$ cat config.mk
export PLATFORM = sky130hd
export DESIGN_NAME = cht_seq
export DESIGN_NICKNAME = d
export VERILOG_FILES = /design/src/rtl/core/cht_pkg.sv /design/src/rtl/core/cht_seq.sv
export SDC_FILE = /design/constraint.sdc
export NUM_CORES = 1
export LEC_CHECK = 0
export ABC_AREA = 1
export ABC_CLOCK_PERIOD_IN_PS = 11700
export BUFFER_PORTS_ARGS = -buffer_cell sky130_fd_sc_hd__buf_2
export CORE_MARGIN = 2
export CORE_UTILIZATION = 50
export DETAILED_ROUTE_END_ITERATION = 7
export PLACE_DENSITY = 0.87
export SETUP_SLACK_MARGIN = 0.5
export SYNTH_ARGS = -nofsm -noshare
export SYNTH_HDL_FRONTEND = slang
export SYNTH_SLANG_ARGS = --single-unit
$ cat constraint.sdc
create_clock -name clk -period 11.7 [get_ports clk]
set_clock_uncertainty 0.05 [all_clocks]
set_input_delay 1.755 -clock clk [delete_from_list [all_inputs] [get_ports clk]]
set_output_delay 1.755 -clock clk [all_outputs]
set_load 0.05 [all_outputs]
$ cat src/rtl/core/cht_pkg.sv
// Shared constants, types and codes for the cache tag lookup engine.
`timescale 1ns / 1ps
package cht_pkg;

    // Store geometry
    localparam int MAX_BLOCKS = 256;
    localparam int SET_WAYS   = 4;
    localparam int IDX_W      = $clog2(MAX_BLOCKS);
    localparam int WAY_W      = $clog2(SET_WAYS);
    localparam int CNT_W      = IDX_W + 1;
    localparam int TAG_W      = 32;
    localparam int AGE_W      = 8;
    localparam int ADDR_W     = 32;
    localparam int NUM_W      = 32;

    // Configuration register widths and limits
    localparam int CFG_IDX_W  = 2;
    localparam int CFG_DATA_W = 4;
    localparam logic [3:0] BLOCKS_LOG2_MIN = 4'd2;
    localparam logic [3:0] BLOCKS_LOG2_MAX = 4'(IDX_W);

    // Configuration register indexes
    localparam logic [CFG_IDX_W-1:0] REG_OFFSET_BITS  = 2'd0;
    localparam logic [CFG_IDX_W-1:0] REG_BLOCKS_LOG2  = 2'd1;
    localparam logic [CFG_IDX_W-1:0] REG_ORGANIZATION = 2'd2;
    localparam logic [CFG_IDX_W-1:0] REG_POLICY       = 2'd3;

    // Organization codes
    localparam logic [1:0] ORG_DIRECT = 2'd0;
    localparam logic [1:0] ORG_SET    = 2'd1;

    localparam logic [AGE_W-1:0] AGE_MAX = '1;
    localparam logic [NUM_W-1:0] NUM_MAX = '1;

    // Lookup job handed from the top level to the sequencer
    typedef struct packed {
        logic [TAG_W-1:0] blk;
        logic [IDX_W-1:0] base;
        logic [IDX_W-1:0] n_m1;
        logic             lru;
    } job_t;

    // Store access request
    typedef struct packed {
        logic             rd_en;
        logic [IDX_W-1:0] rd_idx;
        logic             wr_en;
        logic             wr_tag_en;
        logic [IDX_W-1:0] wr_idx;
        logic [TAG_W-1:0] wr_tag;
        logic [AGE_W-1:0] wr_age;
    } mem_req_t;

    // Registered store read data
    typedef struct packed {
        logic             valid;
        logic [TAG_W-1:0] tag;
        logic [AGE_W-1:0] age;
    } mem_rsp_t;

    // Finished lookup
    typedef struct packed {
        logic valid;
        logic hit;
    } res_t;

endpackage

$ cat src/rtl/core/cht_seq.sv
// Lookup sequencer: scan pass and update pass over one group of entries.
`timescale 1ns / 1ps
module cht_seq
    import cht_pkg::*;
(
    input  logic     clk,
    input  logic     rst_n,
    input  logic     start_en,
    input  job_t     job,
    output logic     ready,
    output mem_req_t req,
    input  mem_rsp_t rsp,
    output res_t     res,
    input  logic     res_take
);

    typedef enum logic [3:0] {
        ST_IDLE   = 4'b0001,
        ST_SCAN   = 4'b0010,
        ST_UPDATE = 4'b0100,
        ST_RESULT = 4'b1000
    } state_t;

    state_t           state_reg, state_next;
    logic [CNT_W-1:0] cnt_reg, cnt_next;
    logic             rdv_reg, rdv_next;
    logic [IDX_W-1:0] doff_reg, doff_next;
    logic [TAG_W-1:0] blk_reg, blk_next;
    logic [IDX_W-1:0] base_reg, base_next;
    logic [IDX_W-1:0] nm1_reg, nm1_next;
    logic             lru_reg, lru_next;
    logic             found_reg, found_next;
    logic [IDX_W-1:0] hoff_reg, hoff_next;
    logic [AGE_W-1:0] hage_reg, hage_next;
    logic             inv_reg, inv_next;
    logic [IDX_W-1:0] ioff_reg, ioff_next;
    logic [AGE_W-1:0] bage_reg, bage_next;
    logic [IDX_W-1:0] boff_reg, boff_next;
    logic [IDX_W-1:0] voff_reg, voff_next;

    logic issue;
    logic last;
    logic match;

    assign issue = (cnt_reg <= {1'b0, nm1_reg});
    assign last  = rdv_reg && (doff_reg == nm1_reg);
    assign match = rsp.valid && (rsp.tag == blk_reg);

    // Sequencer next state and shared compare/update unit
    always_comb
    begin
        state_next = state_reg;
        cnt_next   = cnt_reg;
        rdv_next   = rdv_reg;
        doff_next  = doff_reg;
        blk_next   = blk_reg;
        base_next  = base_reg;
        nm1_next   = nm1_reg;
        lru_next   = lru_reg;
        found_next = found_reg;
        hoff_next  = hoff_reg;
        hage_next  = hage_reg;
        inv_next   = inv_reg;
        ioff_next  = ioff_reg;
        bage_next  = bage_reg;
        boff_next  = boff_reg;
        voff_next  = voff_reg;

        req           = '0;
        req.rd_idx    = base_reg + cnt_reg[IDX_W-1:0];
        req.wr_idx    = base_reg + doff_reg;
        req.wr_tag    = blk_reg;
        req.wr_age    = '0;

        case (state_reg)
            ST_IDLE:
            begin
                if (start_en)
                begin
                    blk_next   = job.blk;
                    base_next  = job.base;
                    nm1_next   = job.n_m1;
                    lru_next   = job.lru;
                    cnt_next   = '0;
                    rdv_next   = 1'b0;
                    found_next = 1'b0;
                    inv_next   = 1'b0;
                    bage_next  = '0;
                    boff_next  = '0;
                    state_next = ST_SCAN;
                end
            end
            ST_SCAN:
            begin
                req.rd_en = issue;
                rdv_next  = issue;
                doff_next = cnt_reg[IDX_W-1:0];
                if (issue)
                begin
                    cnt_next = cnt_reg + 1'b1;
                end
                if (rdv_reg)
                begin
                    // first match, first free entry, oldest valid entry
                    if (match && !found_reg)
                    begin
                        found_next = 1'b1;
                        hoff_next  = doff_reg;
                        hage_next  = rsp.age;
                    end
                    if (!rsp.valid && !inv_reg)
                    begin
                        inv_next  = 1'b1;
                        ioff_next = doff_reg;
                    end
                    if (rsp.valid && (rsp.age > bage_reg))
                    begin
                        bage_next = rsp.age;
                        boff_next = doff_reg;
                    end
                end
                if (last)
                begin
                    voff_next = inv_next ? ioff_next : boff_next;
                    cnt_next  = '0;
                    rdv_next  = 1'b0;
                    if (found_next && !lru_reg)
                    begin
                        state_next = ST_RESULT;
                    end
                    else
                    begin
                        state_next = ST_UPDATE;
                    end
                end
            end
            ST_UPDATE:
            begin
                req.rd_en = issue;
                rdv_next  = issue;
                doff_next = cnt_reg[IDX_W-1:0];
                if (issue)
                begin
                    cnt_next = cnt_reg + 1'b1;
                end
                if (rdv_reg)
                begin
                    if (found_reg)
                    begin
                        // LRU hit: move entry to front, age the younger ones
                        if (doff_reg == hoff_reg)
                        begin
                            req.wr_en = 1'b1;
                        end
                        else if (rsp.valid && (rsp.age < hage_reg))
                        begin
                            req.wr_en  = 1'b1;
                            req.wr_age = rsp.age + 1'b1;
                        end
                    end
                    else
                    begin
                        // miss: fill the victim, age every other valid entry below the maximum age
                        if (doff_reg == voff_reg)
                        begin
                            req.wr_en     = 1'b1;
                            req.wr_tag_en = 1'b1;
                        end
                        else if (rsp.valid && (rsp.age != AGE_MAX))
                        begin
                            req.wr_en  = 1'b1;
                            req.wr_age = rsp.age + 1'b1;
                        end
                    end
                end
                if (last)
                begin
                    state_next = ST_RESULT;
                end
            end
            ST_RESULT:
            begin
                if (res_take)
                begin
                    state_next = ST_IDLE;
                end
            end
            default:
            begin
                state_next = ST_IDLE;
            end
        endcase
    end

    // Sequencer registers
    always_ff @(posedge clk or negedge rst_n)
    begin
        if (!rst_n)
        begin
            state_reg <= ST_IDLE;
            cnt_reg   <= '0;
            rdv_reg   <= 1'b0;
            found_reg <= 1'b0;
            inv_reg   <= 1'b0;
        end
        else
        begin
            state_reg <= state_next;
            cnt_reg   <= cnt_next;
            rdv_reg   <= rdv_next;
            found_reg <= found_next;
            inv_reg   <= inv_next;
        end
    end

    // Job and scan payload
    always_ff @(posedge clk)
    begin
        doff_reg <= doff_next;
        blk_reg  <= blk_next;
        base_reg <= base_next;
        nm1_reg  <= nm1_next;
        lru_reg  <= lru_next;
        hoff_reg <= hoff_next;
        hage_reg <= hage_next;
        ioff_reg <= ioff_next;
        bage_reg <= bage_next;
        boff_reg <= boff_next;
        voff_reg <= voff_next;
    end

    assign ready     = (state_reg == ST_IDLE);
    assign res.valid = (state_reg == ST_RESULT);
    assign res.hit   = found_reg;

endmodule

==> results.py <==
metrics = {
    "sta": {
        "maxSlewViolCount": 0,
        "worst_slack_ns": 6.35,
        "finalWorstPathRequiredPeriod_ns": 5.35,
        "setup_repair_after_global_routing_missed_its_margin": "no",
        "hold_viol": 0,
        "max_freq_mhz": 187,
        "tightest_slew_ns": 0.716,
        "setup-violations-final": 0,
        "post-route-period-util_pct": 45.7,
        "slew-limit-headroom_pct": 52.2,
        "fin_tns_setup_ns": 0,
    },
    "placement": {
        "place.port_buffers": 155,
        "gp_congestion": 0.922,
        "place_hpwl_um": 12800,
        "placedInstanceArea_um2": 7970,
        "preCtsSetupSlack_ns": 6.42,
    },
    "cells_and_area": {
        "finalNetCount": 1088,
        "final.fill_count": 1098,
        "final_layout_size_suffix_gt1_share_pct": 22.1,
        "antenna_cells_inserted": 0,
        "layout.area.seq_um2": 3550,
        "final_core_util_pct": 62.4,
        "multiInputGateArea_um2": 2860,
        "largest_register_ff_count": 32,
        "design_area_um2": 8570,
        "syn2layout_area_growth_pct": 23.0,
    },
    "worst_setup_path": {
        "cp.required_ns": 9.90,
        "ff2ff_setup_slack_ns": 8.69,
        "cp.arrival_ns": 3.54,
        "critical_path_peak_fanout": 8,
        "worstSetupStartpointType": "input pin",
        "setup.worst_path.start": "rsp[5]",
        "timing.critical_path.to_type": "primary output",
        "critical_path.reg2reg.startpoint": "state_reg[3]$_DFFE_PN0P_",
        "crit_path_category": "input pin to primary output",
    },
    "clocking": {
        "clock-root-buffer": "clkbuf_16",
        "htree_num_levels": 4,
        "clk-insertion-delay-late_ns": 0.42,
        "cts_num_sinks": 121,
        "cts.hold.buffers_added": 0,
        "numCtsBuffers": 17,
        "tritoncts_clock_tree": "done",
        "cts_repair_resize_count": 0,
        "cts.repair_timing.setup_buffer_count": 0,
        "clk_path_buf_depth": 2,
        "cts.clk_slew.worst_paths_ns": 0.05,
    },
    "logic_synthesis": {
        "synth.cell_area_um2": 6960,
        "postSynthAreaPerCell_um2": 8.91,
        "synth_seq_area_share_pct": 51.1,
        "synthesis.instances": 781,
        "ys_ff_latch": 121,
        "synthDistinctLibCells": 44,
        "synth.net_count": 916,
        "synth.yosys.warnings": 0,
        "synth_edf_count": 105,
        "synth-main-ff-cell": "edfxtp_1",
        "postSynth.asyncResetShare_pct": 13.2,
    },
    "floorplanning": {
        "fp.dieH_um": 122,
        "die_width_um": 122,
        "die_area_um2": 14900,
        "io-pin-count": 156,
        "floorplan.rows": 43,
        "core_region_area_um2": 13700,
        "initial_utilization_pct": 50.7,
    },
    "pwr": {
        "power_per_cell_area_nw_per_um2": 247,
        "static-leakage-power_uw": 0.00415,
        "ir_worst_vdd_uv": 122,
    },
    "worst_hold_path": {
        "holdCritPathClass": "flop to flop",
        "worstHoldStart": "lru_reg$_DFFE_PP_",
    },
    "drt": {
        "drc": 0,
        "firstDrtPassIters": 5,
        "vias_per_cell": 5.22,
        "drt_iter0_markers": 446,
        "detailroute.via_count": 5973,
        "route.antenna.remaining_nets": 0,
        "wire_per_inst_um": 14.9,
        "routed_wl_um": 17100,
    },
    "outcome": {
        "status": "finished clean",
    },
    "global_route": {
        "grt_overflow": 0,
        "grt_start_max_net_pins": 51,
        "grt_pass1_wl_um": 27500,
        "first_global_vias": 5916,
        "grt.total_usage_pct": 23.9,
        "grt_antenna_before_repair": 0,
    },
    "flow_run": {
        "maxCapViolCount": 0,
    },
}
==> synthesized netlist by cell type (3+ instances only) <==
cell | instances | area [um^2]
a21oi_1 | 27 | 135
dfrtp_1 | 15 | 375
edfxtp_1 | 105 | 3150
ha_1 | 39 | 488
inv_1 | 133 | 499
inv_2 | 5 | 18.8
nand2_1 | 178 | 668
nand2_2 | 6 | 37.5
nand3_1 | 31 | 155
nand3b_1 | 3 | 22.5
nand4_1 | 16 | 100
nor2_1 | 93 | 349
nor3_1 | 11 | 55.1
o21ai_0 | 23 | 115
o21ai_1 | 11 | 55.1
o22ai_1 | 6 | 37.5
or2_2 | 6 | 37.5
xnor2_1 | 24 | 210
xor2_1 | 18 | 158
==> placed cells by master, fill, tap and decap left out, types with 4 or more instances in the layout <==
cell type	netlist	final
ha_1	39	39
clkbuf_16	0	17
inv_2	5	5
nand3_1	31	31
xor2_1	18	18
buf_2	1	155
dfrtp_1	15	15
bufinv_16	0	4
inv_1	133	133
or2_2	6	6
o22ai_1	6	6
o21ai_0	23	23
o21ai_1	11	11
edfxtp_1	105	105
a21oi_1	27	27
nand2_2	6	6
nor3_1	11	10
clkinv_2	0	4
xnor2_1	24	24
nor2_1	93	92
nand4_1	16	16
clkbuf_1	1	4
nand2_1	178	178
==> critical path, stage by stage <==
cell and delay, ns:
buf_2 0.14, ha_1 0.33, a21oi_1 0.15, nor2_1 0.06, a211oi_1 0.18, nand3_1 0.13, o21ai_1 0.15, nand2_1 0.20
nor2_1 0.17, buf_2 0.28
==> kinds of logic (layout without fill, tap and decap cells) <==
family / after synthesis / in the layout / share of synthesized area, %
buf+inv: 147 / 331 / 8.11
flops: 121 / 121 / 51.1
simple gates: 354 / 354 / 21.8
fa+ha+maj: 41 / 41 / 7.58
compound gates: 76 / 76 / 6.16
xor+xnor: 42 / 42 / 5.28
==> worst paths after layout <==
kind,endpoint,cells past startpoint
setup / recovery,req[7],10
hold / removal,state_reg[3]$_DFFE_PN0P_,3
setup reg to reg,bage_reg[3]$_SDFFCE_PN0P_,7
hold reg to reg,state_reg[3]$_DFFE_PN0P_,3
max in group asynchronous,state_reg[0]$_DFFE_PN1P_,1
min in group asynchronous,state_reg[1]$_DFFE_PN0P_,1
==> where the power goes <==
part           leakage [uW]  total (uW)  switching [uW]  internal, uW
registers           0.00119         687            77.2           609
clock network      0.000288         538             185           352
logic               0.00267         895             655           240
total               0.00415        2120             917          1200
==> through the flow <==
step	hold WS, ns	cells	total power (uW)
after CTS	0.476	1145	2120
after global routing	0.526	1145	2230
after detailed placement	0.469	1114	1580
final	0.470	1145	2120
after global placement	0.457	1114	1550
after floorplan	0.431	781	1350
==> routing by layer <==
layer	routed length, um	global-route usage [%]	part of all wire (%)
met3	1260	5.95	7.4
met4	421	9.63	2.5
met1	6830	29.2	40
met2	8570	40.5	50
met5	0	0	0
==> area by class of cell <==
| type | instances | area share [%] |
|---|---|---|
| clock buffer | 21 | 5.14 |
| clock inverter | 10 | 1.77 |
| inverter | 142 | 6.31 |
| multi-input combinational | 513 | 33.3 |
| sequential | 121 | 41.5 |
| tap | 180 | 2.63 |
| timing repair buffer | 158 | 9.32 |
(Power assumes the default switching activity.)
